File: config.mk
export PLATFORM = sky130hd
export DESIGN_NAME = ddp_packet_to_rgb565_writer_flat
export DESIGN_NICKNAME = d
export VERILOG_FILES = /design/src/sv/ddp_pkg.sv /design/src/sv/ddp_req_if.sv /design/src/sv/ddp_res_if.sv /design/src/sv/ddp_hdr_check.sv /design/src/sv/ddp_res_fifo.sv /design/src/sv/ddp_packet_to_rgb565_writer.sv /design/src/flat_wrapper.sv
export SDC_FILE = /design/constraint.sdc
export NUM_CORES = 2
export LEC_CHECK = 0
export BUFFER_PORTS_ARGS = -buffer_cell sky130_fd_sc_hd__buf_2
export CORE_MARGIN = 2
export CORE_UTILIZATION = 35
export CTS_BUF_LIST = sky130_fd_sc_hd__clkbuf_16
export DETAILED_ROUTE_END_ITERATION = 10
export HOLD_SLACK_MARGIN = 0.1
export SKIP_LAST_GASP = 1
export SYNTH_ARGS = -nofsm -noshare
export SYNTH_HDL_FRONTEND = slang
export SYNTH_SLANG_ARGS = --single-unit
export TNS_END_PERCENT = 10
File: constraint.sdc
create_clock -name clk -period 19.5 [get_ports clk]
set_clock_uncertainty 0.1 [all_clocks]
set_input_delay 0.975 -clock clk [delete_from_list [all_inputs] [get_ports clk]]
set_output_delay 0.975 -clock clk [all_outputs]
set_load 0.1 [all_outputs]
File: src/sv/ddp_pkg.sv
// Shared types, codes and constants for the DDP to RGB565 pixel writer.
// No dependencies; every other file of the block refers to this package.
`default_nettype none

package ddp_pkg;

  // Frame size limit in pixels, default for the top-level parameter.
  localparam int MAX_PIXELS_DEF = 65536;

  // DDP header size in bytes.
  localparam int unsigned HDR_BYTES = 10;

  localparam logic [7:0] FLAG_VERSION = 8'h40;
  localparam logic [7:0] FLAG_PUSH    = 8'h01;
  localparam logic [7:0] RED_MASK     = 8'hF8;
  localparam logic [7:0] GREEN_MASK   = 8'hFC;

  // Exact division by three through a reciprocal multiply.
  localparam logic [31:0] DIV3_MUL32   = 32'hAAAA_AAAB;
  localparam int          DIV3_SHIFT32 = 33;
  localparam logic [15:0] DIV3_MUL16   = 16'hAAAB;
  localparam int          DIV3_SHIFT16 = 17;

  localparam int FRAME_DIM_W = 11;
  localparam int PROD_W      = 2 * FRAME_DIM_W;
  localparam int CFG_IDX_W   = 2;
  localparam int CFG_DATA_W  = 11;

  // Result queue depth, a power of two.
  localparam int RES_DEPTH = 4;

  typedef enum logic [1:0] {
    REQ_HEADER = 2'd0,
    REQ_BYTE   = 2'd1,
    REQ_TAKEN  = 2'd2
  } req_code_t;

  typedef enum logic [CFG_IDX_W-1:0] {
    CFG_STREAM = 2'd0,
    CFG_WIDTH  = 2'd1,
    CFG_HEIGHT = 2'd2,
    CFG_SWAP   = 2'd3
  } cfg_idx_t;

  localparam logic KIND_PIXEL = 1'b0;
  localparam logic KIND_FRAME = 1'b1;

  typedef struct packed {
    logic [1:0]  req_type;
    logic [7:0]  hdr_flags;
    logic [7:0]  hdr_stream;
    logic [31:0] hdr_offset;
    logic [15:0] hdr_length;
    logic [15:0] datagram_length;
    logic [7:0]  data_byte;
  } req_t;

  typedef struct packed {
    logic        kind;
    logic [15:0] pixel_address;
    logic [15:0] pixel_color;
    logic        overrun;
    logic        last;
  } res_t;

  // Decoded item handed from the header checker to the state stage.
  typedef struct packed {
    logic [1:0]  req_type;
    logic        hdr_good;
    logic        hdr_zero_push;
    logic        push;
    logic [15:0] start_pixel;
    logic [15:0] pixel_count;
    logic [15:0] byte_count;
    logic [7:0]  data_byte;
  } dec_t;

endpackage

`default_nettype wire

File: src/sv/ddp_req_if.sv
// Request channel: valid/ready handshake carrying one header, byte or take item.
// Depends on ddp_pkg for the payload type.
`default_nettype none

interface ddp_req_if;
  logic          valid;
  logic          ready;
  ddp_pkg::req_t payload;

  modport source (output valid, output payload, input ready);
  modport sink (input valid, input payload, output ready);
endinterface

`default_nettype wire

File: src/sv/ddp_res_if.sv
// Result channel: valid/ready handshake carrying one pixel write or frame-ready.
// Depends on ddp_pkg for the payload type.
`default_nettype none

interface ddp_res_if;
  logic          valid;
  logic          ready;
  ddp_pkg::res_t payload;

  modport source (output valid, output payload, input ready);
  modport sink (input valid, input payload, output ready);
endinterface

`default_nettype wire

File: src/sv/ddp_hdr_check.sv
// Two-stage header checker: divides offset and length by three, validates the
// packet against the frame setup and forwards every item in order. Uses ddp_pkg.
`default_nettype none

module ddp_hdr_check #(
  parameter int MAX_PIXELS = ddp_pkg::MAX_PIXELS_DEF
) (
  input  logic                               clk,
  input  logic                               rst,
  input  logic                               advance,
  input  logic                               in_valid,
  input  ddp_pkg::req_t                      in_item,
  input  logic [7:0]                         stream_select,
  input  logic [ddp_pkg::FRAME_DIM_W-1:0]    frame_width,
  input  logic [ddp_pkg::FRAME_DIM_W-1:0]    frame_height,
  output logic                               out_valid,
  output ddp_pkg::dec_t                      out_dec
);

  localparam int PIX_W = $clog2(MAX_PIXELS + 1);

  // Frame size follows the configuration through the frame_prod and max_px registers.
  logic [ddp_pkg::PROD_W-1:0] frame_prod;
  logic [PIX_W-1:0]           max_px;

  always_ff @(posedge clk) begin
    frame_prod <= ddp_pkg::PROD_W'(frame_width) * ddp_pkg::PROD_W'(frame_height);
    if (32'(frame_prod) > 32'(MAX_PIXELS)) begin
      max_px <= PIX_W'(MAX_PIXELS);
    end else begin
      max_px <= PIX_W'(frame_prod);
    end
  end

  // First stage: reciprocal multiplies and the checks that need no quotient.
  logic [63:0] off_prod;
  logic [31:0] len_prod;
  logic        common_ok_c;
  logic        len_fits_c;

  always_comb begin
    off_prod = 64'(in_item.hdr_offset) * 64'(ddp_pkg::DIV3_MUL32);
    len_prod = 32'(in_item.hdr_length) * 32'(ddp_pkg::DIV3_MUL16);
    common_ok_c = (in_item.datagram_length >= 16'(ddp_pkg::HDR_BYTES))
                  && ((in_item.hdr_flags & ddp_pkg::FLAG_VERSION) != 8'h00)
                  && (in_item.hdr_stream == stream_select)
                  && (frame_width != '0) && (frame_height != '0);
    len_fits_c = (17'(ddp_pkg::HDR_BYTES) + 17'(in_item.hdr_length))
                 <= 17'(in_item.datagram_length);
  end

  logic        s2_valid;
  logic [1:0]  s2_req_type;
  logic [7:0]  s2_data_byte;
  logic        s2_push;
  logic        s2_common_ok;
  logic        s2_len_zero;
  logic        s2_len_fits;
  logic [31:0] s2_off;
  logic [15:0] s2_len;
  logic [30:0] s2_q_off;
  logic [14:0] s2_q_len;

  always_ff @(posedge clk) begin
    if (rst) begin
      s2_valid <= 1'b0;
    end else if (advance) begin
      s2_valid <= in_valid;
    end
  end

  always_ff @(posedge clk) begin
    if (advance) begin
      s2_req_type  <= in_item.req_type;
      s2_data_byte <= in_item.data_byte;
      s2_push      <= (in_item.hdr_flags & ddp_pkg::FLAG_PUSH) != 8'h00;
      s2_common_ok <= common_ok_c;
      s2_len_zero  <= in_item.hdr_length == 16'd0;
      s2_len_fits  <= len_fits_c;
      s2_off       <= in_item.hdr_offset;
      s2_len       <= in_item.hdr_length;
      s2_q_off     <= off_prod[63:ddp_pkg::DIV3_SHIFT32];
      s2_q_len     <= len_prod[31:ddp_pkg::DIV3_SHIFT16];
    end
  end

  // Second stage: divisibility, start pixel inside the frame, clipped count.
  logic [32:0]   off_back;
  logic [16:0]   len_back;
  logic          in_frame;
  logic [31:0]   room;
  logic [15:0]   count;
  ddp_pkg::dec_t dec_c;

  always_comb begin
    off_back = 33'({s2_q_off, 1'b0}) + 33'(s2_q_off);
    len_back = 17'({s2_q_len, 1'b0}) + 17'(s2_q_len);
    in_frame = 32'(s2_q_off) < 32'(max_px);
    room     = 32'(max_px) - 32'(s2_q_off);
    if (32'(s2_q_len) < room) begin
      count = 16'(s2_q_len);
    end else begin
      count = room[15:0];
    end
    dec_c.req_type      = s2_req_type;
    dec_c.hdr_good      = s2_common_ok && !s2_len_zero && s2_len_fits
                          && (off_back == 33'(s2_off)) && (len_back == 17'(s2_len))
                          && in_frame;
    dec_c.hdr_zero_push = s2_common_ok && s2_len_zero && s2_push;
    dec_c.push          = s2_push;
    dec_c.start_pixel   = s2_q_off[15:0];
    dec_c.pixel_count   = count;
    dec_c.byte_count    = s2_len;
    dec_c.data_byte     = s2_data_byte;
  end

  always_ff @(posedge clk) begin
    if (rst) begin
      out_valid <= 1'b0;
    end else if (advance) begin
      out_valid <= s2_valid;
    end
  end

  always_ff @(posedge clk) begin
    if (advance) begin
      out_dec <= dec_c;
    end
  end

endmodule

`default_nettype wire

File: src/sv/ddp_res_fifo.sv
// Small result queue: takes up to two results a cycle, hands out one per transfer.
// Depends on ddp_pkg and drives the result channel interface.
`default_nettype none

module ddp_res_fifo (
  input  logic             clk,
  input  logic             rst,
  input  logic [1:0]       push_cnt,
  input  ddp_pkg::res_t    push0,
  input  ddp_pkg::res_t    push1,
  output logic             has_room,
  ddp_res_if.source        res
);

  localparam int DEPTH = ddp_pkg::RES_DEPTH;
  localparam int PTR_W = $clog2(DEPTH);
  localparam int CNT_W = $clog2(DEPTH + 1);

  ddp_pkg::res_t    mem [DEPTH];
  logic [PTR_W-1:0] wr_ptr;
  logic [PTR_W-1:0] wr_ptr_p1;
  logic [PTR_W-1:0] rd_ptr;
  logic [CNT_W-1:0] count;
  logic             pop;

  assign wr_ptr_p1   = wr_ptr + PTR_W'(1);
  assign pop         = res.valid && res.ready;
  assign res.valid   = count != '0;
  assign res.payload = mem[rd_ptr];
  // Room for the two results one item may bring.
  assign has_room    = count <= CNT_W'(DEPTH - 2);

  always_ff @(posedge clk) begin
    if (push_cnt != 2'd0) begin
      mem[wr_ptr] <= push0;
    end
    if (push_cnt == 2'd2) begin
      mem[wr_ptr_p1] <= push1;
    end
  end

  always_ff @(posedge clk) begin
    if (rst) begin
      wr_ptr <= '0;
      rd_ptr <= '0;
      count  <= '0;
    end else begin
      wr_ptr <= wr_ptr + PTR_W'(push_cnt);
      if (pop) begin
        rd_ptr <= rd_ptr + PTR_W'(1);
      end
      count <= count + CNT_W'(push_cnt) - CNT_W'(pop);
    end
  end

endmodule

`default_nettype wire

File: src/sv/ddp_packet_to_rgb565_writer.sv
// Top level of the DDP receiver that turns RGB888 payload into RGB565 pixel writes.
// Depends on ddp_pkg, ddp_req_if, ddp_res_if, ddp_hdr_check and ddp_res_fifo.
//
//   Channel  Direction  Handshake             Carries
//   req      in         valid/ready           header, payload byte or frame taken
//   res      out        valid/ready           pixel write or frame-ready result
//   cfg      in         cfg_we, no wait       stream, width, height, byte swap
//
// One item is accepted per cycle while the result queue has room. Each item
// passes an input register, two header-check stages and the state stage, which
// writes its results into the result queue. The 32-bit reciprocal multiply for
// offset / 3 sets the length of the first check stage. The whole pipeline
// stalls while the result queue holds more than two results, so an item that
// brings two results never overflows it. Synchronous reset clears all control
// state and restores the configuration defaults; no clearing pass is needed.
`default_nettype none

module ddp_packet_to_rgb565_writer #(
  parameter int MAX_PIXELS = ddp_pkg::MAX_PIXELS_DEF
) (
  input  logic                            clk,
  input  logic                            rst,
  ddp_req_if.sink                         req,
  ddp_res_if.source                       res,
  input  logic                            cfg_we,
  input  logic [ddp_pkg::CFG_IDX_W-1:0]   cfg_index,
  input  logic [ddp_pkg::CFG_DATA_W-1:0]  cfg_data
);

  // Configuration registers.
  logic [7:0]                      stream_select;
  logic [ddp_pkg::FRAME_DIM_W-1:0] frame_width;
  logic [ddp_pkg::FRAME_DIM_W-1:0] frame_height;
  logic                            swap_bytes;

  always_ff @(posedge clk) begin
    if (rst) begin
      stream_select <= 8'd1;
      frame_width   <= '0;
      frame_height  <= '0;
      swap_bytes    <= 1'b0;
    end else if (cfg_we) begin
      case (ddp_pkg::cfg_idx_t'(cfg_index))
        ddp_pkg::CFG_STREAM: stream_select <= cfg_data[7:0];
        ddp_pkg::CFG_WIDTH:  frame_width   <= cfg_data[ddp_pkg::FRAME_DIM_W-1:0];
        ddp_pkg::CFG_HEIGHT: frame_height  <= cfg_data[ddp_pkg::FRAME_DIM_W-1:0];
        ddp_pkg::CFG_SWAP:   swap_bytes    <= cfg_data[0];
        default: ;
      endcase
    end
  end

  // All pipeline stages move together; they hold while the queue lacks room.
  logic advance;
  assign req.ready = advance;

  // Input register.
  logic          s1_valid;
  ddp_pkg::req_t s1_item;

  always_ff @(posedge clk) begin
    if (rst) begin
      s1_valid <= 1'b0;
    end else if (advance) begin
      s1_valid <= req.valid;
    end
  end

  always_ff @(posedge clk) begin
    if (advance) begin
      s1_item <= req.payload;
    end
  end

  logic          dec_valid;
  ddp_pkg::dec_t dec;

  ddp_hdr_check #(
    .MAX_PIXELS (MAX_PIXELS)
  ) u_hdr_check (
    .clk           (clk),
    .rst           (rst),
    .advance       (advance),
    .in_valid      (s1_valid),
    .in_item       (s1_item),
    .stream_select (stream_select),
    .frame_width   (frame_width),
    .frame_height  (frame_height),
    .out_valid     (dec_valid),
    .out_dec       (dec)
  );

  // Packet state.
  logic        accepting, accepting_next;
  logic [15:0] next_pixel, next_pixel_next;
  logic [15:0] bytes_left, bytes_left_next;
  logic [15:0] pixels_left, pixels_left_next;
  logic [1:0]  byte_phase, byte_phase_next;
  logic [7:0]  held_red, held_red_next;
  logic [7:0]  held_green, held_green_next;
  logic        push_pending, push_pending_next;
  logic        frame_waiting, frame_waiting_next;

  logic          step;
  logic [1:0]    n_res;
  ddp_pkg::res_t res0;
  ddp_pkg::res_t res1;
  ddp_pkg::res_t ready_res;
  logic [15:0]   color;
  logic [15:0]   bytes_dec;

  assign step = advance && dec_valid;

  always_comb begin
    accepting_next     = accepting;
    next_pixel_next    = next_pixel;
    bytes_left_next    = bytes_left;
    pixels_left_next   = pixels_left;
    byte_phase_next    = byte_phase;
    held_red_next      = held_red;
    held_green_next    = held_green;
    push_pending_next  = push_pending;
    frame_waiting_next = frame_waiting;
    n_res              = 2'd0;
    res0               = '0;
    res1               = '0;
    bytes_dec          = bytes_left;

    // A frame-ready result reports whether the previous frame is still untaken.
    ready_res         = '0;
    ready_res.kind    = ddp_pkg::KIND_FRAME;
    ready_res.overrun = frame_waiting;

    // RGB888 to RGB565: the third byte of a triplet is blue.
    color = {held_red & ddp_pkg::RED_MASK, 8'h00}
            | (16'(held_green & ddp_pkg::GREEN_MASK) << 3)
            | 16'(dec.data_byte >> 3);
    if (swap_bytes) begin
      color = {color[7:0], color[15:8]};
    end

    case (ddp_pkg::req_code_t'(dec.req_type))
      ddp_pkg::REQ_HEADER: begin
        // Any header ends the packet in progress, dropped or not.
        accepting_next    = 1'b0;
        push_pending_next = 1'b0;
        byte_phase_next   = 2'd0;
        if (dec.hdr_good) begin
          accepting_next    = 1'b1;
          next_pixel_next   = dec.start_pixel;
          bytes_left_next   = dec.byte_count;
          pixels_left_next  = dec.pixel_count;
          push_pending_next = dec.push;
        end else if (dec.hdr_zero_push) begin
          res0               = ready_res;
          n_res              = 2'd1;
          frame_waiting_next = 1'b1;
        end
      end
      ddp_pkg::REQ_BYTE: begin
        if (accepting) begin
          if (byte_phase == 2'd0) begin
            held_red_next   = dec.data_byte;
            byte_phase_next = 2'd1;
          end else if (byte_phase == 2'd1) begin
            held_green_next = dec.data_byte;
            byte_phase_next = 2'd2;
          end else begin
            byte_phase_next = 2'd0;
            // Triplets past the frame end are consumed without a write.
            if (pixels_left != 16'd0) begin
              res0.kind          = ddp_pkg::KIND_PIXEL;
              res0.pixel_address = next_pixel;
              res0.pixel_color   = color;
              n_res              = 2'd1;
              next_pixel_next    = next_pixel + 16'd1;
              pixels_left_next   = pixels_left - 16'd1;
            end
          end
          if (bytes_left != 16'd0) begin
            bytes_dec = bytes_left - 16'd1;
          end
          bytes_left_next = bytes_dec;
          if (bytes_dec == 16'd0) begin
            accepting_next  = 1'b0;
            byte_phase_next = 2'd0;
            if (push_pending) begin
              push_pending_next  = 1'b0;
              frame_waiting_next = 1'b1;
              if (n_res == 2'd0) begin
                res0 = ready_res;
              end else begin
                res1 = ready_res;
              end
              n_res = n_res + 2'd1;
            end
          end
        end
      end
      ddp_pkg::REQ_TAKEN: begin
        frame_waiting_next = 1'b0;
      end
      default: ;
    endcase

    if (n_res == 2'd1) begin
      res0.last = 1'b1;
    end else if (n_res == 2'd2) begin
      res1.last = 1'b1;
    end
  end

  always_ff @(posedge clk) begin
    if (rst) begin
      accepting     <= 1'b0;
      next_pixel    <= '0;
      bytes_left    <= '0;
      pixels_left   <= '0;
      byte_phase    <= '0;
      push_pending  <= 1'b0;
      frame_waiting <= 1'b0;
    end else if (step) begin
      accepting     <= accepting_next;
      next_pixel    <= next_pixel_next;
      bytes_left    <= bytes_left_next;
      pixels_left   <= pixels_left_next;
      byte_phase    <= byte_phase_next;
      push_pending  <= push_pending_next;
      frame_waiting <= frame_waiting_next;
    end
  end

  // Held color bytes are only read after they were written.
  always_ff @(posedge clk) begin
    if (step) begin
      held_red   <= held_red_next;
      held_green <= held_green_next;
    end
  end

  ddp_res_fifo u_res_fifo (
    .clk      (clk),
    .rst      (rst),
    .push_cnt (step ? n_res : 2'd0),
    .push0    (res0),
    .push1    (res1),
    .has_room (advance),
    .res      (res)
  );

endmodule

`default_nettype wire
File: src/flat_wrapper.sv
// flat-port wrapper written by rule: the top's interface ports become plain ports
module ddp_packet_to_rgb565_writer_flat 
#(
  parameter int MAX_PIXELS = ddp_pkg::MAX_PIXELS_DEF
)
  (clk, rst, cfg_we, cfg_index, cfg_data, req_valid, req_payload, req_ready, res_valid, res_payload, res_ready);
  ddp_req_if req_i ();
  ddp_res_if res_i ();
  input  logic clk;
  input  logic rst;
  input  logic cfg_we;
  input  logic [ddp_pkg::CFG_IDX_W-1:0] cfg_index;
  input  logic [ddp_pkg::CFG_DATA_W-1:0] cfg_data;
  input wire logic [$bits(req_i.valid)-1:0] req_valid;
  input wire logic [$bits(req_i.payload)-1:0] req_payload;
  output wire logic [$bits(req_i.ready)-1:0] req_ready;
  output wire logic [$bits(res_i.valid)-1:0] res_valid;
  output wire logic [$bits(res_i.payload)-1:0] res_payload;
  input wire logic [$bits(res_i.ready)-1:0] res_ready;
  assign req_i.valid = req_valid;
  assign req_i.payload = req_payload;
  assign req_ready = req_i.ready;
  assign res_valid = res_i.valid;
  assign res_payload = res_i.payload;
  assign res_i.ready = res_ready;
  ddp_packet_to_rgb565_writer #(.MAX_PIXELS(MAX_PIXELS)) u_core (.clk(clk), .rst(rst), .req(req_i), .res(res_i), .cfg_we(cfg_we), .cfg_index(cfg_index), .cfg_data(cfg_data));
endmodule
==> impl_metrics.yaml <==
clocking:
  cts_max_level: 3
  cts_inserted_buffers: 66
  ctsResizeCount: 0
  clockBufferDepth: 3
  cts_sinks: 533
  cts_setup_buffers: 0
  hold_buffers: 0
  clk_pin_slew_worst_paths_ns: 0.06
  cts_tree: "yes"
  cts_root_buf: "clkbuf_16"
  clock_latency_ns: 0.67
routing:
  firstDrtPassIters: 5
  vias_per_cell: 4.990
  drc: 0
  post_drt_wl_per_cell_um: 19.00
  drtIter0Drc: 2371
  vias: 34020
  ant_nets: 0
  routed_wl_mm: 129.5
sta:
  rsz0062_at_grt: "no"
  setup_tns_ns: 0
  tightest_slew_ns: 1.104
  period_needed_ns: 9.011
  setup_viol: 0
  slew-limit-headroom_pct: 26.41
  period_share_pct: 46.21
  drv_slew: 0
  hold_viol: 0
  max_freq_mhz: 111.0
finish:
  nFillCells: 13810
  drive_gt1_share_pct: 7.024
  syn_to_final_growth_pct: 10.15
  final_common_cell: "inv_1"
  fin_nets: 6181
  final_cell_mix: "inv_1, ha_1, fa_1"
  final_core_util_pct: 38.86
yosys:
  synth-simple-area-share_pct: 10.29
  yosys_register_bits: 533
  synthMuxAreaShare_pct: 5.581
  synth_edf_count: 270
  yosys_warnings: 0
  ys.flop_type: "edfxtp_1"
  synthesis.nets: 6069
  synth_compound_area_share_pct: 7.851
  synth_top_family_by_area: "adder cells"
  postSynthCellCount: 4778
  synthAdderAreaFrac_pct: 38.07
  syn-cell-area_um2: 49230
  synth.distinct_cells: 86
  yosysSeqAreaShare_pct: 27.16
  avgSynthCellArea_um2: 10.30
  async_reset_ff_share_pct: 0
  synthXorXnorAreaFrac_pct: 3.451
hold_path:
  hold_end: "u_core.u_hdr_check.s2_data_byte[7]"
  hold_class: "reg -> reg"
  min-delay-start: "u_core.s1_item[7]"
  whs_path_depth: 0
grt:
  grt_max_degree: 106
  grt_usage_pct: 18.41
  grt_pass1_wl_mm: 203.9
  grt_pass1_vias: 35060
  grt.overflow.total: 0
  antenna_found_initial: 3
floorplan:
  start_util_pct: 35.28
  io_pins: 145
  die_h_um: 379.0
  rows: 137
  die_x_um: 379.0
  core_um2: 139500
  dieArea_um2: 143700
critical_path:
  reg2reg_to: "u_core.u_hdr_check.s2_q_off[14]"
  timing.rr.start: "u_core.s1_item[43]"
  max_stage_delay_ns: 0.68
  path_depth: 23
  cp-end-kind: "flop"
  critPathMostFrequentCell: "fa_1"
  crit_family: "adder cells"
  path_class: "reg -> reg"
  cp_max_fo: 8
  critPathRequiredTime_ns: 19.79
  rr_worst_depth: 23
  reg2reg_slack_ns: 10.49
  worst_ep_arrival_time_ns: 9.30
  crit_slowest_cell: "xor2_1"
  worstPathCellList: "ha_1 -> xor2_1 -> ha_1 -> inv_1 -> fa_1 -> inv_1 -> fa_1 -> fa_1 -> fa_1 -> fa_1 -> fa_1 -> ha_1 -> nand2_1 -> or4_1 -> nor4_1 -> and3_1 -> a221oi_1 -> a21o_1 -> and2_1 -> a21boi_0 -> a21o_1 -> a21oi_1 -> xnor2_1"
  cp_num_buf_inv: 2
  start_kind: "flop"
job:
  cap_violations: 0
place:
  gp_congestion: 0.9383
  dp_hpwl_mm: 103.0
  io_buffers: 136
status:
  outcome: "finished, final reports clean"
==> flip-flops by register name (all words and copies together) (netlist names), 8 cells and up, named ones only <==
| name | count |
|---|---|
| u_core.bytes_left | 16 |
| u_core.u_hdr_check.s2_q_off | 31 |
| u_core.s1_item | 82 |
| u_core.stream_select | 8 |
| u_core.pixels_left | 16 |
| u_core.u_hdr_check.s2_len | 16 |
| u_core.u_hdr_check.s2_off | 32 |
| u_core.u_hdr_check.s2_q_len | 15 |
| u_core.u_hdr_check.max_px | 17 |
| u_core.u_hdr_check.out_dec | 59 |
| u_core.frame_width | 11 |
| u_core.frame_height | 11 |
| u_core.next_pixel | 16 |
| u_core.u_res_fifo.mem | 140 |
| u_core.u_hdr_check.frame_prod | 22 |
==> how the worst max path moves through the flow <==
stage                               start                              end  slack (ns)
3_3_place_gp           u_core.s1_item[43]  u_core.u_hdr_check.s2_q_off[14]       10.48
3_5_place_dp           u_core.s1_item[43]  u_core.u_hdr_check.s2_q_off[14]       10.43
5_1_grt                u_core.s1_item[43]  u_core.u_hdr_check.s2_q_off[14]       10.12
6_report               u_core.s1_item[43]  u_core.u_hdr_check.s2_q_off[14]       10.49
2_1_floorplan  u_core.u_res_fifo.count[2]       u_core.u_res_fifo.count[2]        1.40
4_1_cts                u_core.s1_item[43]  u_core.u_hdr_check.s2_q_off[14]       10.38
==> metal layers <==
metal | routed length [um] | up-vias | track usage [%]
met3 | 6943 | 141 | 3.063
met4 | 2813 | 2 | 4.178
met1 | 59460 | 16920 | 25.32
met5 | 18 | - | 0
li1 | - | 16160 | -
met2 | 60260 | 793 | 30.24
==> Yosys cell counts (7+ instances only) <==
cell | n | share of area (%)
clkbuf_1 | 78 | 0.59
nand2b_1 | 34 | 0.43
fa_1 | 525 | 21
a2111oi_0 | 10 | 0.18
nand3_1 | 49 | 0.50
a22oi_1 | 21 | 0.32
nor3_1 | 51 | 0.52
mux4_2 | 35 | 1.6
o2111ai_1 | 8 | 0.14
dfxtp_1 | 263 | 11
nor2b_1 | 24 | 0.30
o21a_1 | 29 | 0.44
a21o_1 | 66 | 1.0
or4_1 | 7 | 0.11
o211ai_1 | 15 | 0.23
nor3b_1 | 9 | 0.14
o21ai_0 | 137 | 1.4
nor2_1 | 369 | 2.8
and3_1 | 38 | 0.48
inv_1 | 852 | 6.5
or3_1 | 19 | 0.24
o21bai_1 | 10 | 0.15
o22ai_1 | 14 | 0.18
buf_4 | 12 | 0.18
xnor2_1 | 123 | 2.2
nor4_1 | 33 | 0.42
or2_2 | 17 | 0.22
and2_1 | 94 | 1.2
edfxtp_1 | 270 | 16
a211o_1 | 7 | 0.12
xor2_1 | 71 | 1.3
a21oi_1 | 190 | 1.9
ha_1 | 658 | 17
a21boi_0 | 14 | 0.21
mux2i_1 | 192 | 3.9
buf_2 | 13 | 0.13
a31oi_1 | 13 | 0.17
nand4_1 | 41 | 0.52
buf_1 | 9 | 0.069
nand2_1 | 243 | 1.9
a211oi_1 | 23 | 0.35
==> metrics by stage <==
step | std cells | hold slack (ns) | setup WS (ns) | instance area (um^2)
6_report | 6817 | 0.3103 | 10.49 | 54230
5_1_grt | 6816 | 0.3243 | 10.12 | 54220
4_1_cts | 6816 | 0.3122 | 10.38 | 54220
3_5_place_dp | 6698 | 0.3045 | 10.43 | 51990
3_3_place_gp | 6698 | 0.3050 | 10.48 | 51990
2_1_floorplan | 4778 | 0.3003 | 1.403 | 49230
==> kinds of logic after synthesis <==
kind of cell             count (synthesis)
XOR/XNOR                               194
adder cells (fa/ha/maj)               1183
AO/OA/AOI/OAI                          612
other                                    1
flip-flops                             533
AND/OR/NAND/NOR                       1056
multiplexers                           230
buffers and inverters                  969
==> final cells by class <==
type	instances	area, um^2	share of cell area [%]
repair buffers	161	883.3	1.629
flip-flops and latches	533	13370	24.66
multi-input cells	3276	32180	59.35
inverters	852	3198	5.898
well taps	1876	2347	4.329
diodes	1	2.502	0.004615
clock buffers	69	1727	3.184
clock inverters	49	511.7	0.9437
Power is left out: the tool's default activity adds up to more than one toggle a clock period on the data nets, which glitch-free logic cannot reach.
